### src/rtl/core/rlb_pkg.sv
// Shared types and codes for the replication log buffer.
`timescale 1ns / 1ps

package rlb_pkg;

    localparam int SECTOR_W = 48;
    localparam int PAGE_W   = 16;
    localparam int CAP_W    = 5;
    localparam int ACT_W    = 3;
    localparam int STAT_W   = 2;

    localparam logic [CAP_W-1:0] CAP_RESET = 5'd16;

    typedef enum logic [ACT_W-1:0] {
        ACT_ADD     = 3'd0,
        ACT_LOOKUP  = 3'd1,
        ACT_RESERVE = 3'd2,
        ACT_RELEASE = 3'd3,
        ACT_ADD_RES = 3'd4,
        ACT_RETIRE  = 3'd5
    } action_t;

    localparam logic [STAT_W-1:0] ST_OK           = 2'd0;
    localparam logic [STAT_W-1:0] ST_FULL         = 2'd1;
    localparam logic [STAT_W-1:0] ST_RES_FULL     = 2'd2;
    localparam logic [STAT_W-1:0] ST_ADD_RES_FAIL = 2'd3;

    localparam logic KIND_NOTICE = 1'b0;
    localparam logic KIND_STATUS = 1'b1;

    // One log entry as held in the entry memory.
    typedef struct packed {
        logic [SECTOR_W-1:0] sector;
        logic [SECTOR_W-1:0] log_sector;
        logic [PAGE_W-1:0]   page;
    } entry_t;

    // One incoming request.
    typedef struct packed {
        logic [ACT_W-1:0]    action;
        logic [SECTOR_W-1:0] key_sector;
        logic [SECTOR_W-1:0] log_sector;
        logic [PAGE_W-1:0]   page_handle;
    } req_t;

    // One result item.
    typedef struct packed {
        logic                kind;
        logic [STAT_W-1:0]   status;
        logic                found;
        logic [SECTOR_W-1:0] found_log_sector;
        logic [PAGE_W-1:0]   result_page;
        logic                data_full;
        logic                inuse_full;
        logic                wake_waiters;
        logic                last;
    } result_t;

endpackage

### src/rtl/core/rlb_mem.sv
// Entry memory: one write port, one read port, registered read data.
`timescale 1ns / 1ps

module rlb_mem #(
    parameter int DEPTH = 16
) (
    input  logic                      aclk,
    input  logic                      wr_en,
    input  logic [$clog2(DEPTH)-1:0]  wr_addr,
    input  rlb_pkg::entry_t           wr_data,
    input  logic                      rd_en,
    input  logic [$clog2(DEPTH)-1:0]  rd_addr,
    output rlb_pkg::entry_t           rd_data
);

    rlb_pkg::entry_t mem [DEPTH];
    rlb_pkg::entry_t rd_data_reg;

    always_ff @(posedge aclk) begin
        if (wr_en) begin
            mem[wr_addr] <= wr_data;
        end
    end

    always_ff @(posedge aclk) begin
        if (rd_en) begin
            rd_data_reg <= mem[rd_addr];
        end
    end

    assign rd_data = rd_data_reg;

endmodule

### src/rtl/core/rlb_ctrl.sv
// Request sequencer: ring pointers, counters, free walk and lookup walk.
`timescale 1ns / 1ps

module rlb_ctrl #(
    parameter int DEPTH = 16
) (
    input  logic                            aclk,
    input  logic                            aresetn,
    input  logic [rlb_pkg::CAP_W-1:0]       capacity,
    input  logic                            req_valid,
    output logic                            req_ready,
    input  rlb_pkg::req_t                   req,
    input  logic                            out_free,
    output logic                            out_load,
    output rlb_pkg::result_t                out_data,
    output logic                            mem_wr_en,
    output logic [$clog2(DEPTH)-1:0]        mem_wr_addr,
    output rlb_pkg::entry_t                 mem_wr_data,
    output logic                            mem_rd_en,
    output logic [$clog2(DEPTH)-1:0]        mem_rd_addr,
    input  rlb_pkg::entry_t                 mem_rd_data
);

    localparam int IW = $clog2(DEPTH);
    localparam int EW = $clog2(DEPTH + 1);
    localparam int CW = $clog2(2 * DEPTH + 1);
    localparam logic [IW-1:0] LAST_SLOT = IW'(DEPTH - 1);

    typedef enum logic [5:0] {
        S_IDLE      = 6'b000001,
        S_FREE_RD   = 6'b000010,
        S_FREE_EMIT = 6'b000100,
        S_ADD_CHK   = 6'b001000,
        S_LOOK_CHK  = 6'b010000,
        S_FINISH    = 6'b100000
    } state_t;

    state_t state_reg, state_next;

    logic [IW-1:0] data_head_reg, data_head_next;
    logic [IW-1:0] inuse_head_reg, inuse_head_next;
    logic [IW-1:0] tail_reg, tail_next;
    logic [EW-1:0] data_entries_reg, data_entries_next;
    logic [EW-1:0] inuse_entries_reg, inuse_entries_next;
    logic [CW-1:0] data_count_reg, data_count_next;
    logic [CW-1:0] inuse_count_reg, inuse_count_next;

    logic [rlb_pkg::ACT_W-1:0]    act_reg, act_next;
    logic [rlb_pkg::SECTOR_W-1:0] key_reg, key_next;
    logic [rlb_pkg::SECTOR_W-1:0] log_reg, log_next;
    logic [rlb_pkg::PAGE_W-1:0]   page_reg, page_next;
    logic [rlb_pkg::STAT_W-1:0]   status_reg, status_next;
    logic                         found_reg, found_next;
    logic [rlb_pkg::SECTOR_W-1:0] fls_reg, fls_next;
    logic [rlb_pkg::PAGE_W-1:0]   fpage_reg, fpage_next;
    logic                         wake_reg, wake_next;
    logic [IW-1:0]                look_idx_reg, look_idx_next;
    logic [EW-1:0]                look_left_reg, look_left_next;

    logic [CW-1:0] lim;
    logic [IW-1:0] tail_prev;
    logic [IW-1:0] look_prev;

    function automatic logic [IW-1:0] slot_inc(input logic [IW-1:0] i);
        return (i == LAST_SLOT) ? '0 : i + IW'(1);
    endfunction

    function automatic logic [IW-1:0] slot_dec(input logic [IW-1:0] i);
        return (i == '0) ? LAST_SLOT : i - IW'(1);
    endfunction

    assign lim       = (32'(capacity) < DEPTH) ? CW'(capacity) : CW'(DEPTH);
    assign tail_prev = slot_dec(tail_reg);
    assign look_prev = slot_dec(look_idx_reg);

    always_comb begin
        state_next         = state_reg;
        data_head_next     = data_head_reg;
        inuse_head_next    = inuse_head_reg;
        tail_next          = tail_reg;
        data_entries_next  = data_entries_reg;
        inuse_entries_next = inuse_entries_reg;
        data_count_next    = data_count_reg;
        inuse_count_next   = inuse_count_reg;
        act_next           = act_reg;
        key_next           = key_reg;
        log_next           = log_reg;
        page_next          = page_reg;
        status_next        = status_reg;
        found_next         = found_reg;
        fls_next           = fls_reg;
        fpage_next         = fpage_reg;
        wake_next          = wake_reg;
        look_idx_next      = look_idx_reg;
        look_left_next     = look_left_reg;

        req_ready   = 1'b0;
        out_load    = 1'b0;
        out_data    = '0;
        mem_wr_en   = 1'b0;
        mem_wr_addr = tail_reg;
        mem_wr_data = '{sector: key_reg, log_sector: log_reg, page: page_reg};
        mem_rd_en   = 1'b0;
        mem_rd_addr = data_head_reg;

        case (state_reg)
            S_IDLE: begin
                req_ready = 1'b1;
                if (req_valid) begin
                    act_next    = req.action;
                    key_next    = req.key_sector;
                    log_next    = req.log_sector;
                    page_next   = req.page_handle;
                    status_next = rlb_pkg::ST_OK;
                    found_next  = 1'b0;
                    fls_next    = '0;
                    fpage_next  = '0;
                    wake_next   = 1'b0;
                    state_next  = S_FINISH;
                    case (req.action)
                        rlb_pkg::ACT_ADD: begin
                            state_next = (data_count_reg >= lim) ? S_FREE_RD : S_ADD_CHK;
                        end
                        rlb_pkg::ACT_LOOKUP: begin
                            // Newest entry sits just below the tail.
                            if (inuse_entries_reg != '0) begin
                                mem_rd_en      = 1'b1;
                                mem_rd_addr    = tail_prev;
                                look_idx_next  = tail_prev;
                                look_left_next = inuse_entries_reg - EW'(1);
                                state_next     = S_LOOK_CHK;
                            end
                        end
                        rlb_pkg::ACT_RESERVE: begin
                            if (inuse_count_reg >= lim) begin
                                status_next = rlb_pkg::ST_RES_FULL;
                            end else begin
                                inuse_count_next = inuse_count_reg + CW'(1);
                                data_count_next  = data_count_reg + CW'(1);
                            end
                        end
                        rlb_pkg::ACT_RELEASE: begin
                            if (inuse_count_reg > CW'(inuse_entries_reg)) begin
                                inuse_count_next = inuse_count_reg - CW'(1);
                                data_count_next  = data_count_reg - CW'(1);
                                wake_next = (lim != '0) && (inuse_count_reg == lim);
                            end
                        end
                        rlb_pkg::ACT_ADD_RES: begin
                            // Drop the reservation first; restore it on failure.
                            if (inuse_count_reg > CW'(inuse_entries_reg)) begin
                                inuse_count_next = inuse_count_reg - CW'(1);
                                data_count_next  = data_count_reg - CW'(1);
                                state_next = (data_count_reg > lim) ? S_FREE_RD : S_ADD_CHK;
                            end else begin
                                status_next = rlb_pkg::ST_ADD_RES_FAIL;
                            end
                        end
                        rlb_pkg::ACT_RETIRE: begin
                            if (inuse_entries_reg != '0) begin
                                inuse_head_next    = slot_inc(inuse_head_reg);
                                inuse_entries_next = inuse_entries_reg - EW'(1);
                                inuse_count_next   = inuse_count_reg - CW'(1);
                                wake_next = (lim != '0) && (inuse_count_reg == lim);
                            end
                        end
                        default: begin
                            state_next = S_FINISH;
                        end
                    endcase
                end
            end

            S_FREE_RD: begin
                if (data_entries_reg > inuse_entries_reg) begin
                    mem_rd_en   = 1'b1;
                    mem_rd_addr = data_head_reg;
                    state_next  = S_FREE_EMIT;
                end else begin
                    state_next = S_ADD_CHK;
                end
            end

            S_FREE_EMIT: begin
                if (out_free) begin
                    out_load             = 1'b1;
                    out_data.kind        = rlb_pkg::KIND_NOTICE;
                    out_data.result_page = mem_rd_data.page;
                    data_head_next       = slot_inc(data_head_reg);
                    data_entries_next    = data_entries_reg - EW'(1);
                    data_count_next      = data_count_reg - CW'(1);
                    state_next           = S_FREE_RD;
                end
            end

            S_ADD_CHK: begin
                if (data_count_reg >= lim) begin
                    if (act_reg == rlb_pkg::ACT_ADD) begin
                        status_next = rlb_pkg::ST_FULL;
                    end else begin
                        status_next      = rlb_pkg::ST_ADD_RES_FAIL;
                        inuse_count_next = inuse_count_reg + CW'(1);
                        data_count_next  = data_count_reg + CW'(1);
                    end
                end else begin
                    mem_wr_en = 1'b1;
                    if (inuse_entries_reg == '0) begin
                        inuse_head_next = tail_reg;
                    end
                    tail_next          = slot_inc(tail_reg);
                    data_entries_next  = data_entries_reg + EW'(1);
                    inuse_entries_next = inuse_entries_reg + EW'(1);
                    data_count_next    = data_count_reg + CW'(1);
                    inuse_count_next   = inuse_count_reg + CW'(1);
                end
                state_next = S_FINISH;
            end

            S_LOOK_CHK: begin
                // Compare the entry read last cycle, fetch the next older one.
                if (mem_rd_data.sector == key_reg) begin
                    found_next = 1'b1;
                    fls_next   = mem_rd_data.log_sector;
                    fpage_next = mem_rd_data.page;
                    state_next = S_FINISH;
                end else if (look_left_reg != '0) begin
                    mem_rd_en      = 1'b1;
                    mem_rd_addr    = look_prev;
                    look_idx_next  = look_prev;
                    look_left_next = look_left_reg - EW'(1);
                end else begin
                    state_next = S_FINISH;
                end
            end

            S_FINISH: begin
                if (out_free) begin
                    out_load                  = 1'b1;
                    out_data.kind             = rlb_pkg::KIND_STATUS;
                    out_data.status           = status_reg;
                    out_data.found            = found_reg;
                    out_data.found_log_sector = fls_reg;
                    out_data.result_page      = fpage_reg;
                    out_data.data_full        = (data_count_reg == lim);
                    out_data.inuse_full       = (inuse_count_reg == lim);
                    out_data.wake_waiters     = wake_reg;
                    out_data.last             = 1'b1;
                    state_next                = S_IDLE;
                end
            end

            default: begin
                state_next = S_IDLE;
            end
        endcase
    end

    always_ff @(posedge aclk) begin
        if (!aresetn) begin
            state_reg         <= S_IDLE;
            data_head_reg     <= '0;
            inuse_head_reg    <= '0;
            tail_reg          <= '0;
            data_entries_reg  <= '0;
            inuse_entries_reg <= '0;
            data_count_reg    <= '0;
            inuse_count_reg   <= '0;
        end else begin
            state_reg         <= state_next;
            data_head_reg     <= data_head_next;
            inuse_head_reg    <= inuse_head_next;
            tail_reg          <= tail_next;
            data_entries_reg  <= data_entries_next;
            inuse_entries_reg <= inuse_entries_next;
            data_count_reg    <= data_count_next;
            inuse_count_reg   <= inuse_count_next;
        end
    end

    always_ff @(posedge aclk) begin
        act_reg       <= act_next;
        key_reg       <= key_next;
        log_reg       <= log_next;
        page_reg      <= page_next;
        status_reg    <= status_next;
        found_reg     <= found_next;
        fls_reg       <= fls_next;
        fpage_reg     <= fpage_next;
        wake_reg      <= wake_next;
        look_idx_reg  <= look_idx_next;
        look_left_reg <= look_left_next;
    end

`ifndef SYNTHESIS
    a_inuse_within_data: assert property (@(posedge aclk) disable iff (!aresetn)
        inuse_entries_reg <= data_entries_reg)
        else $error("in-use entries exceed data entries");

    a_counts_cover_entries: assert property (@(posedge aclk) disable iff (!aresetn)
        (data_count_reg >= CW'(data_entries_reg)) &&
        (inuse_count_reg >= CW'(inuse_entries_reg)))
        else $error("count below number of stored entries");

    a_ring_bound: assert property (@(posedge aclk) disable iff (!aresetn)
        32'(data_entries_reg) <= DEPTH)
        else $error("data entries exceed ring depth");

    a_load_needs_room: assert property (@(posedge aclk) disable iff (!aresetn)
        out_load |-> out_free)
        else $error("result loaded while output register busy");

    a_accept_leaves_idle: assert property (@(posedge aclk) disable iff (!aresetn)
        (req_valid && req_ready) |=> (state_reg != S_IDLE))
        else $error("accepted request did not start");
`endif

endmodule

### src/rtl/core/replication_log_buffer_top.sv
// Top level of the replication log buffer: config register, output register, core.
`timescale 1ns / 1ps

// Replication log buffer. A ring of DEPTH entries (disk sector, log sector,
// page handle) kept in a single-port-read, single-port-write entry memory.
// Requests arrive on s_* (valid/ready) and each one yields zero or more
// page-free notices (m_kind = 0) followed by exactly one final status
// (m_kind = 1, m_last = 1) on m_*. One request is worked on at a time;
// s_ready is high while the sequencer is idle, and an output register lets
// the next request in while the previous final status still waits for
// m_ready. When the buffer is full, an add or an add reserved first frees
// every acknowledged entry, oldest first; a lookup searches the in-use
// entries newest first and stops at the first match. The capacity register
// is written through cfg_wr_en / cfg_wr_data; the user must write it only
// while no request is in flight, and the block itself does not enforce
// this. The limit in force is the smaller of capacity and DEPTH, and
// capacity 0 keeps the buffer full. Entry memory contents need no clearing
// after reset: only entries that were written are ever read back.

module replication_log_buffer_top #(
    parameter int DEPTH = 16
) (
    input  logic                               aclk,
    input  logic                               aresetn,

    input  logic                               cfg_wr_en,
    input  logic [rlb_pkg::CAP_W-1:0]          cfg_wr_data,

    input  logic                               s_valid,
    output logic                               s_ready,
    input  logic [rlb_pkg::ACT_W-1:0]          s_action,
    input  logic [rlb_pkg::SECTOR_W-1:0]       s_key_sector,
    input  logic [rlb_pkg::SECTOR_W-1:0]       s_log_sector,
    input  logic [rlb_pkg::PAGE_W-1:0]         s_page_handle,

    output logic                               m_valid,
    input  logic                               m_ready,
    output logic                               m_kind,
    output logic [rlb_pkg::STAT_W-1:0]         m_status,
    output logic                               m_found,
    output logic [rlb_pkg::SECTOR_W-1:0]       m_found_log_sector,
    output logic [rlb_pkg::PAGE_W-1:0]         m_result_page,
    output logic                               m_data_full,
    output logic                               m_inuse_full,
    output logic                               m_wake_waiters,
    output logic                               m_last
);

    localparam int IW = $clog2(DEPTH);

    logic [rlb_pkg::CAP_W-1:0] capacity_reg;

    rlb_pkg::req_t    req;
    rlb_pkg::result_t out_data;
    rlb_pkg::result_t out_reg;
    logic             m_valid_reg;
    logic             out_free;
    logic             out_load;

    logic             mem_wr_en;
    logic [IW-1:0]    mem_wr_addr;
    rlb_pkg::entry_t  mem_wr_data;
    logic             mem_rd_en;
    logic [IW-1:0]    mem_rd_addr;
    rlb_pkg::entry_t  mem_rd_data;

    // Capacity register: write on enable, no handshake.
    always_ff @(posedge aclk) begin
        if (!aresetn) begin
            capacity_reg <= rlb_pkg::CAP_RESET;
        end else if (cfg_wr_en) begin
            capacity_reg <= cfg_wr_data;
        end
    end

    // Bundle the request fields for the sequencer.
    assign req = '{action:      s_action,
                   key_sector:  s_key_sector,
                   log_sector:  s_log_sector,
                   page_handle: s_page_handle};

    // Output register: load when empty or being drained, drop valid on take.
    assign out_free = !m_valid_reg || m_ready;

    always_ff @(posedge aclk) begin
        if (!aresetn) begin
            m_valid_reg <= 1'b0;
        end else if (out_load) begin
            m_valid_reg <= 1'b1;
        end else if (m_ready) begin
            m_valid_reg <= 1'b0;
        end
    end

    always_ff @(posedge aclk) begin
        if (out_load) begin
            out_reg <= out_data;
        end
    end

    rlb_ctrl #(
        .DEPTH (DEPTH)
    ) u_ctrl (
        .aclk        (aclk),
        .aresetn     (aresetn),
        .capacity    (capacity_reg),
        .req_valid   (s_valid),
        .req_ready   (s_ready),
        .req         (req),
        .out_free    (out_free),
        .out_load    (out_load),
        .out_data    (out_data),
        .mem_wr_en   (mem_wr_en),
        .mem_wr_addr (mem_wr_addr),
        .mem_wr_data (mem_wr_data),
        .mem_rd_en   (mem_rd_en),
        .mem_rd_addr (mem_rd_addr),
        .mem_rd_data (mem_rd_data)
    );

    rlb_mem #(
        .DEPTH (DEPTH)
    ) u_mem (
        .aclk    (aclk),
        .wr_en   (mem_wr_en),
        .wr_addr (mem_wr_addr),
        .wr_data (mem_wr_data),
        .rd_en   (mem_rd_en),
        .rd_addr (mem_rd_addr),
        .rd_data (mem_rd_data)
    );

    assign m_valid            = m_valid_reg;
    assign m_kind             = out_reg.kind;
    assign m_status           = out_reg.status;
    assign m_found            = out_reg.found;
    assign m_found_log_sector = out_reg.found_log_sector;
    assign m_result_page      = out_reg.result_page;
    assign m_data_full        = out_reg.data_full;
    assign m_inuse_full       = out_reg.inuse_full;
    assign m_wake_waiters     = out_reg.wake_waiters;
    assign m_last             = out_reg.last;

endmodule

### config.mk
export PLATFORM = sky130hd
export DESIGN_NAME = replication_log_buffer_top
export DESIGN_NICKNAME = d
export VERILOG_FILES = /design/src/rtl/core/rlb_pkg.sv /design/src/rtl/core/rlb_mem.sv /design/src/rtl/core/rlb_ctrl.sv /design/src/rtl/core/replication_log_buffer_top.sv
export SDC_FILE = /design/constraint.sdc
export NUM_CORES = 2
export LEC_CHECK = 0
export BUFFER_PORTS_ARGS = -buffer_cell sky130_fd_sc_hd__buf_2
export CAP_MARGIN = 20
export CORE_MARGIN = 5
export CORE_UTILIZATION = 50
export DETAILED_ROUTE_END_ITERATION = 12
export HOLD_SLACK_MARGIN = 0.03
export MAX_ROUTING_LAYER = met4
export PLACE_DENSITY_LB_ADDON = 0.05
export SYNTH_ARGS = -nofsm -noshare
export SYNTH_HDL_FRONTEND = slang
export SYNTH_SLANG_ARGS = --single-unit
### constraint.sdc
create_clock -name aclk -period 26.8 [get_ports aclk]
set_input_delay 1.34 -clock aclk [delete_from_list [all_inputs] [get_ports aclk]]
set_output_delay 1.34 -clock aclk [all_outputs]
set_load 0.01 [all_outputs]
==> impl_metrics.json <==
{
  "status": "finished clean",
  "dp_worst_setup_slack_ns": 16.99,
  "synth_edf_count": 2167,
  "dp.cells": 7040,
  "hold_violations": 0,
  "grt_max_degree": 168,
  "syn_inst": 4833,
  "die_y_um": 422.4,
  "numPortBuffers": 198,
  "drive_gt1_share_pct": 11.70,
  "largest_register_ffs": 1792,
  "cts_sinks": 2209,
  "fill_cells": 13150,
  "synth_area_leaders": "edfxtp_1 77%, mux2i_1 8.2%, o22ai_1 2.5%",
  "htreeDepth": 4,
  "rows": 151,
  "yosysSeqAreaShare_pct": 77.53,
  "synth.top_cell.area_share_pct": 76.54,
  "ios": 199,
  "wl_per_cell_um": 29.36,
  "combPwrFrac_pct": 7.5,
  "whs_ns": 0.4813,
  "gr-total-overflow": 0,
  "post_cts_resized": 0,
  "switching_share_pct": 23.92,
  "drtIter0Drc": 3646,
  "design.die.area_mm2": 0.1784,
  "synth_area_leader_cell": "edfxtp_1",
  "grt_pass1_vias": 44100,
  "worst_setup_path_end_kind": "flip-flop",
  "required_ns": 27.36,
  "max-cap-violations": 0,
  "crit_arrival_ns": 10.27,
  "start_kind": "flip-flop",
  "final_common_cell": "edfxtp_1",
  "cts_tree": "done",
  "clkSlewWorstSetupHoldPaths_ns": 0.06,
  "power_frac_clock_pct": 36.9,
  "synth-warning-count": 0,
  "worst_pin_slew_ns": 1.152,
  "clk_path_buf_depth": 3,
  "ys_ff_latch": 2209,
  "finalSetupTns_ns": 0,
  "leakage_nw": 29.74,
  "wl_um": 218800,
  "syn_area_per_cell_um2": 17.59,
  "setup_viol": 0,
  "postCtsSetupRepairBufs": 0,
  "core_area_mm2": 0.1693,
  "vias": 45020,
  "synth-async-reset-ratio_pct": 0,
  "period_minus_slack_ns": 9.706,
  "clock_latency_ns": 0.84,
  "switchingPower_mw": 1.863,
  "ant_nets": 0,
  "fin_ws_ns": 17.09,
  "hold_class": "reg -> reg",
  "critPathMaxFanout": 102,
  "synth_ff_type": "edfxtp_1",
  "syn-cell-area_mm2": 0.08502,
  "final_nets": 5212,
  "start_util_pct": 50.22,
  "viasPerCell": 6.040,
  "synth_fp_nets": 4998,
  "layout_common_cells": "2,167 x edfxtp_1, 693 x mux2i_1, 339 x o22ai_1",
  "fmax_ghz": 0.1030,
  "gp_congestion": 0.7399,
  "first_pass_iters": 5,
  "reg2reg_setup_slack_ns": 17.09,
  "relSlewSlack_pct": 23.19,
  "critPathKind": "reg -> reg",
  "final.period_utilization_pct": 36.21,
  "drv_slew": 0,
  "drc": 0,
  "peakVddDrop_mv": 0.07077,
  "rsz0062_at_grt": "false",
  "cts_buffers": 223,
  "syn2layout_area_growth_pct": 12.01,
  "grt_pass1_wl_um": 314300,
  "antenna_found_initial": 9,
  "clockRootBuffer": "clkbuf_16",
  "skew_ns": 0.02006,
  "dp_hpwl_um": 100400,
  "seq_power_share_pct": 55.5,
  "yosysUniqueCellTypes": 64,
  "die_w_um": 422.4,
  "cts-hold-fix-buffers": 0,
  "powerDensity_mw_per_mm2": 81.78,
  "track_usage_pct": 24.84,
  "power.internal_mw": 5.925,
  "stdcell_count": 7453
}
-- stage by stage --
step / total power, mW / util, % / instance area [µm²]
after CTS: 7.861 / 56.25 / 95220
after global routing: 8.081 / 56.26 / 95230
after global placement: 4.976 / 52.27 / 88490
after detailed placement: 4.992 / 52.30 / 88530
final: 7.788 / 56.26 / 95230
after floorplan: 4.676 / - / 85020
-- final cells by class --
cell class,count,area [µm²],share of cell area (%)
clock buffer,279,5843,6.136
sequential,2209,65910,69.21
multi-input combinational,2295,17900,18.79
inverter,30,117.6,0.1235
tap,2218,2775,2.914
antenna,4,10.01,0.01051
clock inverter,130,853.3,0.8960
timing repair buffer,288,1824,1.916
-- synth_stat cells (all sizes together), types with 13 or more instances --
| cell type | n |
|---|---|
| buf | 111 |
| inv | 28 |
| o21ai | 22 |
| and3 | 231 |
| a211oi | 225 |
| o22ai | 339 |
| and2 | 121 |
| nor3b | 114 |
| nand2 | 68 |
| mux2i | 693 |
| ha | 39 |
| nor3 | 22 |
| dfxtp | 42 |
| xnor2 | 13 |
| clkbuf | 188 |
| or4 | 123 |
| a22o | 16 |
| a21oi | 39 |
| edfxtp | 2167 |
| xor2 | 57 |
| nor4 | 19 |
| nor2 | 56 |
-- cell families (layout without fill, tap and decap cells) --
| kind of cell | after synthesis | after routing | share of synthesized area, % |
|---|---|---|---|
| XOR/XNOR | 70 | 70 | 0.7211 |
| multiplexers | 694 | 694 | 8.172 |
| other | 0 | 4 | 0 |
| adder cells (fa/ha/maj) | 40 | 40 | 0.5975 |
| AO/OA/AOI/OAI | 687 | 687 | 5.433 |
| buffers and inverters | 329 | 727 | 1.653 |
| flip-flops | 2209 | 2209 | 77.53 |
| AND/OR/NAND/NOR | 804 | 804 | 5.896 |
-- routing by layer --
| metal | share of wire [%] | routed length, µm | track usage [%] |
|---|---|---|---|
| met5 | 0 | 0 | - |
| met4 | 2.3 | 4980 | 6.128 |
| met3 | 5.4 | 11900 | 3.628 |
| met2 | 49 | 107100 | 40.07 |
| met1 | 43 | 94880 | 33.77 |
-- worst max-delay path, cell delays in order, from the launching register on --
cell      delay [ns]
edfxtp_1        0.61
xor2_1          0.26
nor4_1          0.87
nand4_1         0.44
nor3_1          0.95
buf_4           0.28
a222oi_1        0.09
buf_4           0.34
nand2_8         0.79
buf_4           0.82
buf_4           0.92
buf_4           0.89
buf_4           0.93
mux2i_1         0.30
o22ai_1         0.10
or4_1           0.54
-- worst paths after layout --
kind / start / endpoint / cells past startpoint
min: u_ctrl.inuse_count_reg[0] / u_ctrl.inuse_count_reg[0] / 2
max reg2reg: u_ctrl.key_reg[28] / u_mem.rd_data[100] / 15
max: u_ctrl.key_reg[28] / u_mem.rd_data[100] / 15
min reg2reg: u_ctrl.inuse_count_reg[0] / u_ctrl.inuse_count_reg[0] / 2
-- power by group through the flow --
stage	Sequential (mW)	Clock, mW	Combinational [mW]
final	4.32	2.88	0.586
after global routing	4.35	3.09	0.635
after CTS	4.33	2.94	0.596
after detailed placement	4.40	0	0.594
after global placement	4.39	0	0.586
after floorplan	4.32	0	0.357
No activity file was read; power rests on OpenSTA's default activity.
